<file path="src/sv/tta_pkg.sv">
// tta_pkg: shared constants, register codes and types for the tensor transpose
// address generator. No dependencies; every other file imports this package.

package tta_pkg;

  // default parameter values for the top level
  localparam int DEF_MAX_RANK   = 6;
  localparam int DEF_ADDR_WIDTH = 32;
  localparam int DEF_ELEM_WIDTH = 64;

  // fixed field widths at the ports
  localparam int ELEM_PORT_W  = 64;
  localparam int INDEX_PORT_W = 32;
  localparam int EXT_W        = 16;
  localparam int PERM_FW      = 3;
  localparam int RANK_REG_W   = 3;
  localparam int PERM_REG_W   = 18;
  localparam int NUM_DIM_REGS = 6;
  localparam int CFG_DATA_W   = 32;
  localparam int CFG_ADDR_W   = 5;

  // register reset values
  localparam logic [RANK_REG_W-1:0] RANK_RESET = RANK_REG_W'(2);
  localparam logic [PERM_REG_W-1:0] PERM_RESET = PERM_REG_W'(1);
  localparam logic [EXT_W-1:0]      DIM_RESET  = EXT_W'(1);

  // register index, word address bits [4:2]
  typedef enum logic [2:0] {
    REG_RANK,
    REG_PERM,
    REG_DIM0,
    REG_DIM1,
    REG_DIM2,
    REG_DIM3,
    REG_DIM4,
    REG_DIM5
  } reg_idx_t;

  // stride setup sequencer
  typedef enum logic [1:0] {
    SEQ_IDLE,
    SEQ_LOAD,
    SEQ_STRIDE,
    SEQ_DELTA
  } seq_state_t;

  // status from the setup unit to the streaming path
  typedef struct packed {
    logic busy;
    logic oversize;
  } setup_stat_t;

  // one result beat
  typedef struct packed {
    logic [INDEX_PORT_W-1:0] out_index;
    logic [ELEM_PORT_W-1:0]  moved_value;
    logic                    last_element;
    logic                    size_error;
  } result_t;

endpackage

</file>
<file path="src/sv/tta_ifs.sv">
// tta_elem_if and tta_result_if: valid/ready channels for element beats in
// and result beats out. Depends on tta_pkg for the field widths.

interface tta_elem_if;
  import tta_pkg::*;

  logic                   valid;
  logic                   ready;
  logic [ELEM_PORT_W-1:0] element_value;

  modport source (output valid, output element_value, input ready);
  modport sink   (input valid, input element_value, output ready);
endinterface

interface tta_result_if;
  import tta_pkg::*;

  logic                    valid;
  logic                    ready;
  logic [INDEX_PORT_W-1:0] out_index;
  logic [ELEM_PORT_W-1:0]  moved_value;
  logic                    last_element;
  logic                    size_error;

  modport source (output valid, output out_index, output moved_value,
                  output last_element, output size_error, input ready);
  modport sink   (input valid, input out_index, input moved_value,
                  input last_element, input size_error, output ready);
endinterface

</file>
<file path="src/sv/tta_stride_unit.sv">
// tta_stride_unit: sequencer that derives per-dimension address steps and the
// oversize flag from the configuration. Uses tta_pkg.

module tta_stride_unit #(
  parameter int MAX_RANK   = tta_pkg::DEF_MAX_RANK,
  parameter int ADDR_WIDTH = tta_pkg::DEF_ADDR_WIDTH,
  parameter int DIM_W      = (MAX_RANK > 1) ? $clog2(MAX_RANK) : 1,
  parameter int RANK_W     = $clog2(MAX_RANK + 1)
) (
  input  logic                        clk,
  input  logic                        rst,
  input  logic                        start,
  input  logic [RANK_W-1:0]           rank,
  input  logic [tta_pkg::PERM_FW-1:0] perm_field [MAX_RANK],
  input  logic [tta_pkg::EXT_W-1:0]   ext        [MAX_RANK],
  output logic [ADDR_WIDTH-1:0]       delta      [MAX_RANK],
  output tta_pkg::setup_stat_t        stat
);
  import tta_pkg::*;

  localparam int CMP_W  = (RANK_W > PERM_FW) ? RANK_W : PERM_FW;
  localparam int PROD_W = ADDR_WIDTH + EXT_W;
  localparam int CNT_W  = ADDR_WIDTH + 1;
  localparam int CPRD_W = CNT_W + EXT_W;
  localparam logic [CPRD_W-1:0] LIM = CPRD_W'(1) << ADDR_WIDTH;

  seq_state_t state, state_next;

  logic [DIM_W-1:0]      idx;
  logic [ADDR_WIDTH-1:0] s;
  logic [CNT_W-1:0]      cnt;
  logic [ADDR_WIDTH-1:0] acc;
  logic [ADDR_WIDTH-1:0] in_stride [MAX_RANK];
  logic                  oversize;

  logic                  perm_ok;
  logic [2**PERM_FW-1:0] seen;
  logic [DIM_W-1:0]      p_eff [MAX_RANK];
  logic [EXT_W-1:0]      ext_sel;
  logic [PROD_W-1:0]     prod_s;
  logic [CPRD_W-1:0]     prod_c;
  logic [PROD_W-1:0]     prod_d;

  // permutation check, fall back to reverse order
  always_comb begin
    seen    = '0;
    perm_ok = 1'b1;
    for (int j = 0; j < MAX_RANK; j++) begin
      if (j < rank) begin
        if (CMP_W'(perm_field[j]) >= CMP_W'(rank) || seen[perm_field[j]]) begin
          perm_ok = 1'b0;
        end else begin
          seen[perm_field[j]] = 1'b1;
        end
      end
    end
    for (int j = 0; j < MAX_RANK; j++) begin
      if (perm_ok) begin
        p_eff[j] = DIM_W'(perm_field[j]);
      end else begin
        p_eff[j] = DIM_W'(int'(rank) - j - 1);
      end
    end
  end

  // shared multipliers
  assign ext_sel = ext[p_eff[idx]];
  assign prod_s  = s * ext_sel;
  assign prod_c  = cnt * ext_sel;
  assign prod_d  = in_stride[idx] * (ext[idx] - EXT_W'(1));

  // sequencer state register
  always_ff @(posedge clk) begin
    if (rst) begin
      state <= SEQ_LOAD;
    end else begin
      state <= state_next;
    end
  end

  // next state, a new write restarts the sweep
  always_comb begin
    state_next = state;
    case (state)
      SEQ_LOAD:   state_next = SEQ_STRIDE;
      SEQ_STRIDE: if (idx == '0) state_next = SEQ_DELTA;
      SEQ_DELTA:  if (idx == '0) state_next = SEQ_IDLE;
      default:    state_next = SEQ_IDLE;
    endcase
    if (start) begin
      state_next = SEQ_LOAD;
    end
  end

  // stride pass from the innermost output dimension, then step pass
  always_ff @(posedge clk) begin
    case (state)
      SEQ_LOAD: begin
        idx <= DIM_W'(rank - RANK_W'(1));
        s   <= ADDR_WIDTH'(1);
        cnt <= CNT_W'(1);
        acc <= '0;
      end
      SEQ_STRIDE: begin
        in_stride[p_eff[idx]] <= s;
        s <= prod_s[ADDR_WIDTH-1:0];
        if (prod_c > LIM) begin
          cnt <= CNT_W'(LIM + CPRD_W'(1));
        end else begin
          cnt <= prod_c[CNT_W-1:0];
        end
        if (idx == '0) begin
          idx <= DIM_W'(rank - RANK_W'(1));
        end else begin
          idx <= idx - DIM_W'(1);
        end
      end
      SEQ_DELTA: begin
        delta[idx] <= in_stride[idx] - acc;
        acc <= acc + prod_d[ADDR_WIDTH-1:0];
        if (idx == '0) begin
          oversize <= cnt[ADDR_WIDTH] && (|cnt[ADDR_WIDTH-1:0]);
        end else begin
          idx <= idx - DIM_W'(1);
        end
      end
      default: ;
    endcase
  end

  assign stat.busy     = (state != SEQ_IDLE);
  assign stat.oversize = oversize;

endmodule

</file>
<file path="src/sv/tensor_transpose_address_generator.sv">
// tensor_transpose_address_generator: top level, APB register file, coordinate
// counters, running address and result buffer. Uses tta_pkg, tta_ifs, tta_stride_unit.
//
//   port        | dir | beat
//   ------------+-----+-----------------------------------------------------
//   elem_in     | in  | element_value, one tensor element in row-major order
//   result_out  | out | out_index, moved_value, last_element, size_error
//   apb         | in  | rank_in_use, perm_order, dim_size_0..5 at 4*i
//
// One element per cycle while elem_in.ready is high; each result is registered before it appears on result_out.
// The running address steps by a precomputed per-dimension delta: one add per beat.
// After reset and after every register write the setup unit steps through its load, stride and delta states
// with elem_in.ready low; coordinates restart at zero.
// Output register plus skid stage: input keeps flowing for one beat of back-pressure.

module tensor_transpose_address_generator #(
  parameter int MAX_RANK   = tta_pkg::DEF_MAX_RANK,
  parameter int ADDR_WIDTH = tta_pkg::DEF_ADDR_WIDTH,
  parameter int ELEM_WIDTH = tta_pkg::DEF_ELEM_WIDTH
) (
  input  logic                           clk,
  input  logic                           rst,
  tta_elem_if.sink                       elem_in,
  tta_result_if.source                   result_out,
  input  logic                           psel,
  input  logic                           penable,
  input  logic                           pwrite,
  input  logic [tta_pkg::CFG_ADDR_W-1:0] paddr,
  input  logic [tta_pkg::CFG_DATA_W-1:0] pwdata,
  output logic [tta_pkg::CFG_DATA_W-1:0] prdata,
  output logic                           pready
);
  import tta_pkg::*;

  localparam int DIM_W  = (MAX_RANK > 1) ? $clog2(MAX_RANK) : 1;
  localparam int RANK_W = $clog2(MAX_RANK + 1);

  // configuration registers
  logic [RANK_REG_W-1:0] rank_reg;
  logic [PERM_REG_W-1:0] perm_reg;
  logic [EXT_W-1:0]      dim_size [NUM_DIM_REGS];
  logic                  cfg_wr;
  reg_idx_t              cfg_idx;

  // streaming state
  logic [EXT_W-1:0]      coord [MAX_RANK];
  logic [ADDR_WIDTH-1:0] addr;
  logic [ADDR_WIDTH-1:0] addr_next;
  logic [ADDR_WIDTH-1:0] delta [MAX_RANK];
  setup_stat_t           stat;

  logic [RANK_W-1:0]  rank_eff;
  logic [PERM_FW-1:0] perm_field [MAX_RANK];
  logic [EXT_W-1:0]   ext [MAX_RANK];
  logic [MAX_RANK-1:0] wrap;
  logic [DIM_W-1:0]   step_dim;
  logic               found;
  logic               in_fire;
  logic               out_fire;

  // result buffer
  result_t res_new;
  result_t out_reg;
  result_t skid_reg;
  logic    out_valid;
  logic    skid_valid;

  // apb write and readback
  assign pready  = 1'b1;
  assign cfg_wr  = psel && penable && pwrite && pready;
  assign cfg_idx = reg_idx_t'(paddr[CFG_ADDR_W-1:2]);

  always_ff @(posedge clk) begin
    if (rst) begin
      rank_reg <= RANK_RESET;
      perm_reg <= PERM_RESET;
      for (int i = 0; i < NUM_DIM_REGS; i++) begin
        dim_size[i] <= DIM_RESET;
      end
    end else if (cfg_wr) begin
      case (cfg_idx)
        REG_RANK: rank_reg    <= pwdata[RANK_REG_W-1:0];
        REG_PERM: perm_reg    <= pwdata[PERM_REG_W-1:0];
        REG_DIM0: dim_size[0] <= pwdata[EXT_W-1:0];
        REG_DIM1: dim_size[1] <= pwdata[EXT_W-1:0];
        REG_DIM2: dim_size[2] <= pwdata[EXT_W-1:0];
        REG_DIM3: dim_size[3] <= pwdata[EXT_W-1:0];
        REG_DIM4: dim_size[4] <= pwdata[EXT_W-1:0];
        REG_DIM5: dim_size[5] <= pwdata[EXT_W-1:0];
        default: ;
      endcase
    end
  end

  always_comb begin
    case (cfg_idx)
      REG_RANK: prdata = CFG_DATA_W'(rank_reg);
      REG_PERM: prdata = CFG_DATA_W'(perm_reg);
      REG_DIM0: prdata = CFG_DATA_W'(dim_size[0]);
      REG_DIM1: prdata = CFG_DATA_W'(dim_size[1]);
      REG_DIM2: prdata = CFG_DATA_W'(dim_size[2]);
      REG_DIM3: prdata = CFG_DATA_W'(dim_size[3]);
      REG_DIM4: prdata = CFG_DATA_W'(dim_size[4]);
      REG_DIM5: prdata = CFG_DATA_W'(dim_size[5]);
      default:  prdata = '0;
    endcase
  end

  // effective rank, zero counts as one and values above MAX_RANK clamp to MAX_RANK
  always_comb begin
    if (rank_reg == '0) begin
      rank_eff = RANK_W'(1);
    end else if (int'(rank_reg) > MAX_RANK) begin
      rank_eff = RANK_W'(MAX_RANK);
    end else begin
      rank_eff = RANK_W'(rank_reg);
    end
  end

  // effective extents and permutation fields per dimension
  for (genvar g = 0; g < MAX_RANK; g++) begin : g_dim
    if (g < NUM_DIM_REGS) begin : g_reg
      assign ext[g] = (dim_size[g] == '0) ? EXT_W'(1) : dim_size[g];
      assign perm_field[g] = perm_reg[PERM_FW*g +: PERM_FW];
    end else begin : g_unit
      assign ext[g] = EXT_W'(1);
      assign perm_field[g] = '0;
    end
  end

  tta_stride_unit #(
    .MAX_RANK   (MAX_RANK),
    .ADDR_WIDTH (ADDR_WIDTH),
    .DIM_W      (DIM_W),
    .RANK_W     (RANK_W)
  ) u_stride (
    .clk        (clk),
    .rst        (rst),
    .start      (cfg_wr),
    .rank       (rank_eff),
    .perm_field (perm_field),
    .ext        (ext),
    .delta      (delta),
    .stat       (stat)
  );

  // innermost dimension that does not wrap takes the step
  always_comb begin
    found    = 1'b0;
    step_dim = '0;
    for (int i = 0; i < MAX_RANK; i++) begin
      wrap[i] = ({1'b0, coord[i]} + (EXT_W + 1)'(1)) >= {1'b0, ext[i]};
      if (i < rank_eff && !wrap[i]) begin
        found    = 1'b1;
        step_dim = DIM_W'(i);
      end
    end
    addr_next = found ? (addr + delta[step_dim]) : '0;
  end

  assign in_fire  = elem_in.valid && elem_in.ready;
  assign out_fire = out_valid && result_out.ready;
  assign elem_in.ready = !skid_valid && !stat.busy;

  // coordinate counters and running address
  always_ff @(posedge clk) begin
    if (rst || cfg_wr) begin
      addr <= '0;
      for (int i = 0; i < MAX_RANK; i++) begin
        coord[i] <= '0;
      end
    end else if (in_fire) begin
      addr <= addr_next;
      for (int i = 0; i < MAX_RANK; i++) begin
        if (!found || i > step_dim) begin
          coord[i] <= '0;
        end else if (i == step_dim) begin
          coord[i] <= coord[i] + EXT_W'(1);
        end
      end
    end
  end

  // result beat for the element being taken
  always_comb begin
    res_new.out_index    = INDEX_PORT_W'(addr);
    res_new.moved_value  = ELEM_PORT_W'(elem_in.element_value[ELEM_WIDTH-1:0]);
    res_new.last_element = !found;
    res_new.size_error   = stat.oversize;
  end

  // output register and skid valid bits
  always_ff @(posedge clk) begin
    if (rst) begin
      out_valid  <= 1'b0;
      skid_valid <= 1'b0;
    end else if (out_fire) begin
      if (skid_valid) begin
        skid_valid <= 1'b0;
      end else if (!in_fire) begin
        out_valid <= 1'b0;
      end
    end else if (in_fire) begin
      if (out_valid) begin
        skid_valid <= 1'b1;
      end else begin
        out_valid <= 1'b1;
      end
    end
  end

  // output register and skid payload
  always_ff @(posedge clk) begin
    if (out_fire) begin
      if (skid_valid) begin
        out_reg <= skid_reg;
      end else if (in_fire) begin
        out_reg <= res_new;
      end
    end else if (in_fire) begin
      if (out_valid) begin
        skid_reg <= res_new;
      end else begin
        out_reg <= res_new;
      end
    end
  end

  assign result_out.valid        = out_valid;
  assign result_out.out_index    = out_reg.out_index;
  assign result_out.moved_value  = out_reg.moved_value;
  assign result_out.last_element = out_reg.last_element;
  assign result_out.size_error   = out_reg.size_error;

  // a register write always kicks off a setup sweep
  a_write_starts_setup: assert property (@(posedge clk) disable iff (rst)
    cfg_wr |=> stat.busy)
    else $error("setup unit not busy after register write");

  // after the final element the running address restarts at zero
  a_last_clears_addr: assert property (@(posedge clk) disable iff (rst)
    in_fire && !found && !cfg_wr |=> addr == '0)
    else $error("running address not cleared after last element");

  // the skid stage only holds a beat behind a full output register
  a_skid_behind_out: assert property (@(posedge clk) disable iff (rst)
    skid_valid |-> out_valid)
    else $error("skid stage full with output register empty");

endmodule
</file>
<file path="src/flat_wrapper.sv">
// flat-port wrapper written by rule: the top's interface ports become plain ports
module tensor_transpose_address_generator_flat import tta_pkg::*;
#(
  parameter int MAX_RANK   = tta_pkg::DEF_MAX_RANK,
  parameter int ADDR_WIDTH = tta_pkg::DEF_ADDR_WIDTH,
  parameter int ELEM_WIDTH = tta_pkg::DEF_ELEM_WIDTH
)
  (clk, rst, psel, penable, pwrite, paddr, pwdata, prdata, pready, elem_in_valid, elem_in_element_value, elem_in_ready, result_out_valid, result_out_out_index, result_out_moved_value, result_out_last_element, result_out_size_error, result_out_ready);
  tta_elem_if elem_in_i ();
  tta_result_if result_out_i ();
  input  logic clk;
  input  logic rst;
  input  logic psel;
  input  logic penable;
  input  logic pwrite;
  input  logic [tta_pkg::CFG_ADDR_W-1:0] paddr;
  input  logic [tta_pkg::CFG_DATA_W-1:0] pwdata;
  output logic [tta_pkg::CFG_DATA_W-1:0] prdata;
  output logic pready;
  input wire logic [$bits(elem_in_i.valid)-1:0] elem_in_valid;
  input wire logic [$bits(elem_in_i.element_value)-1:0] elem_in_element_value;
  output wire logic [$bits(elem_in_i.ready)-1:0] elem_in_ready;
  output wire logic [$bits(result_out_i.valid)-1:0] result_out_valid;
  output wire logic [$bits(result_out_i.out_index)-1:0] result_out_out_index;
  output wire logic [$bits(result_out_i.moved_value)-1:0] result_out_moved_value;
  output wire logic [$bits(result_out_i.last_element)-1:0] result_out_last_element;
  output wire logic [$bits(result_out_i.size_error)-1:0] result_out_size_error;
  input wire logic [$bits(result_out_i.ready)-1:0] result_out_ready;
  assign elem_in_i.valid = elem_in_valid;
  assign elem_in_i.element_value = elem_in_element_value;
  assign elem_in_ready = elem_in_i.ready;
  assign result_out_valid = result_out_i.valid;
  assign result_out_out_index = result_out_i.out_index;
  assign result_out_moved_value = result_out_i.moved_value;
  assign result_out_last_element = result_out_i.last_element;
  assign result_out_size_error = result_out_i.size_error;
  assign result_out_i.ready = result_out_ready;
  tensor_transpose_address_generator #(.MAX_RANK(MAX_RANK), .ADDR_WIDTH(ADDR_WIDTH), .ELEM_WIDTH(ELEM_WIDTH)) u_core (.clk(clk), .rst(rst), .elem_in(elem_in_i), .result_out(result_out_i), .psel(psel), .penable(penable), .pwrite(pwrite), .paddr(paddr), .pwdata(pwdata), .prdata(prdata), .pready(pready));
endmodule
</file>
<file path="config.mk">
export PLATFORM = sky130hd
export DESIGN_NAME = tensor_transpose_address_generator_flat
export DESIGN_NICKNAME = d
export VERILOG_FILES = /design/src/sv/tta_pkg.sv /design/src/sv/tta_ifs.sv /design/src/sv/tta_stride_unit.sv /design/src/sv/tensor_transpose_address_generator.sv /design/src/flat_wrapper.sv
export SDC_FILE = /design/constraint.sdc
export NUM_CORES = 2
export LEC_CHECK = 0
export ABC_AREA = 0
export BUFFER_PORTS_ARGS = -buffer_cell sky130_fd_sc_hd__buf_4
export CORE_MARGIN = 3
export CORE_UTILIZATION = 55
export CTS_CLUSTER_DIAMETER = 40
export DETAILED_ROUTE_END_ITERATION = 8
export GPL_TIMING_DRIVEN = 0
export PLACE_DENSITY = 0.72
export SLEW_MARGIN = 15
export SYNTH_ARGS = -nofsm -noshare
export SYNTH_HDL_FRONTEND = slang
export SYNTH_SLANG_ARGS = --single-unit
export TNS_END_PERCENT = 1
</file>
<file path="constraint.sdc">
create_clock -name clk -period 21.1 [get_ports clk]
set_clock_uncertainty 0.1 [all_clocks]
set_input_delay 6.33 -clock clk [delete_from_list [all_inputs] [get_ports clk]]
set_output_delay 6.33 -clock clk [all_outputs]
set_load 0.03 [all_outputs]
</file>
==> impl_metrics.yaml <==
sta:
  fin_setup_tns_ns: 0
  hold_viol: 0
  whs_ns: 0.371
  worst_pin_slew_ns: 1.42
  drv_slew: 0
  period_minus_slack_ns: 19.77
  rsz0062_at_grt: "no"
  slew_headroom_pct: 5.33
  period_share_pct: 93.7
  finalSetupViolCount: 0
  fmax_mhz: 50.6
floorplanning:
  die_y_um: 404
  initial_utilization_pct: 55.5
  core_um2: 157000
  num_rows: 145
  io_pins: 241
  dieArea_um2: 163000
  chipWidth_um: 404
global_routing:
  antenna_found_initial: 8
  grt_overflow: 0
  grt_usage_pct: 33.9
  grt_pass1_wl_mm: 416
  first_global_vias: 68300
  grt_max_degree: 52
synthesis:
  yosysUniqueCellTypes: 101
  synth_most_common_cell: "inv_1"
  synthArstFlopShare_pct: 0
  synth_seq_cells: 933
  yosys_warnings: 0
  syn-cell-area_um2: 87000
  synth_edf_count: 873
  ys_seq_area_share_pct: 31.5
  synth_top_area_share_pct: 30.1
  syn-mean-instance-area_um2: 10.3
  synthTopCellsByCount: "inv_1, nand2_1, fa_1"
  synthFlopType: "edfxtp_1"
  synth_top_area_cell: "edfxtp_1"
  ys_top_cells_by_area: "edfxtp_1, fa_1, ha_1, inv_1, nand2_1"
  syn-instance-count: 8482
hold_path:
  hold_path_depth: 0
  hold_start: "u_core.addr[31]"
  worstHoldPathType: "reg2reg"
clock_tree:
  cts_hold_buf: 0
  cts_resized: 0
  cts_root_buf: "clkbuf_16"
  cts_made_buffers: 143
  htreeDepth: 4
  cts.sinks: 933
  cts_tree: "yes"
  clkLatencyLatePin_ns: 0.78
  cts_setup_buffers: 0
  cts.path.max_buffers: 3
  clk_pin_slew_ns: 0.06
final_layout:
  post-route-util_pct: 61.9
  area_delta_synth_final_pct: 11.5
  fill_cells: 12800
  multiInputGateArea_um2: 52900
  drive_above_1_share_pct: 8.61
  nets: 10600
  design_area_um2: 97100
  regArea_um2: 27400
routing:
  drt-met1-wl_mm: 103
  vias: 65200
  wl_met3_mm: 26.6
  first_pass_iters: 7
  drtAntennaViolNets: 0
  wire_per_inst_um: 24.5
  routed.top_layer: "met5"
  wirelength_mm: 272
  met2_wirelength_mm: 125
  via_per_inst: 5.89
  drt-initial-drc-count: 6080
  drc: 0
run_status:
  status: "finished, final reports clean"
critical_path:
  cpPeakStageDelay_ns: 1.00
  r2r_cells: 59
  cp_common_cell: "a21oi_1"
  timing.rr.start: "u_core.rank_reg[1]"
  critPathArrivalTime_ns: 20.20
  startpoint: "u_core.rank_reg[1]"
  worstPathMaxFanout: 10
  criticalPathCategory: "reg2reg"
  crit_path_start_kind: "flip-flop"
  worstPathRequired_ns: 21.53
  end_kind: "flip-flop"
  cp_slowest_cell: "clkbuf_1"
placed_design:
  gp_congestion: 1.02
  placed_cell_area_um2: 92100
  hpwl_mm: 212
  port_buffers: 206
flow_run:
  drv_cap: 0
[critical path, delay by kind of cell (launching register included)]
family                   cells  cell delay [ns]
adder cells (fa/ha/maj)      7             2.22
AO/OA/AOI/OAI               27             7.45
AND/OR/NAND/NOR             15             4.18
buffers and inverters        9             4.41
flip-flops                   1             0.62
multiplexers                 1             0.50
[cell type report]
cell class                 instances  area share [%]
multi-input combinational       5696            54.4
sequential                       933            28.2
inverter                        1464            5.66
clock buffer                     163            3.80
tap                             2058            2.65
timing repair buffer             246            2.20
buffer                           402            1.66
clock inverter                   100            1.33
antenna                            4          0.0103
[through the flow]
| stage | setup slack, ns | cells |
|---|---|---|
| final | 1.33 | 11100 |
| after global routing | 0.738 | 11100 |
| after CTS | 1.93 | 11100 |
| after detailed placement | 2.05 | 10800 |
| after global placement | 0.278 | 10800 |
| after floorplan | 6.51 | 8495 |
[worst paths after layout]
| check | endpoint | slack (ns) |
|---|---|---|
| hold reg to reg | u_core.skid_reg[97] | 0.37 |
| setup / recovery | u_core.u_stride.cnt[12] | 1.33 |
| hold / removal | u_core.skid_reg[97] | 0.37 |
| setup reg to reg | u_core.u_stride.cnt[12] | 1.33 |
[cells in the final DEF, fill, tap and decap left out, types with 191 or more instances in the layout]
cell type  count
and2_1       436
clkbuf_1     352
nor2_1       396
xnor2_1      191
a21oi_1      262
fa_1        1087
nand2_1     1138
edfxtp_1     873
inv_1       1457
buf_4        232
ha_1         477
[cell families (layout without fill, tap and decap cells)]
family / after synthesis / in the layout / share of synthesized area (%)
AND/OR/NAND/NOR: 2639 / 2639 / 14.4
buffers and inverters: 1866 / 2375 / 8.16
adder cells (fa/ha/maj): 1565 / 1565 / 31.9
flip-flops: 933 / 933 / 31.5
AO/OA/AOI/OAI: 895 / 895 / 6.72
multiplexers: 297 / 297 / 4.38
XOR/XNOR: 285 / 285 / 2.97
other: 2 / 19 / 0.00863
[routing by layer]
metal | global-route usage [%] | up-vias
met5 | 0 | -
met4 | 17.0 | 10
met3 | 8.01 | 845
met2 | 54.0 | 3260
met1 | 43.5 | 32800
li1 | - | 28300
Power is not shown: default switching activity piles up to over one toggle a cycle in this logic, so the estimate is an artifact.
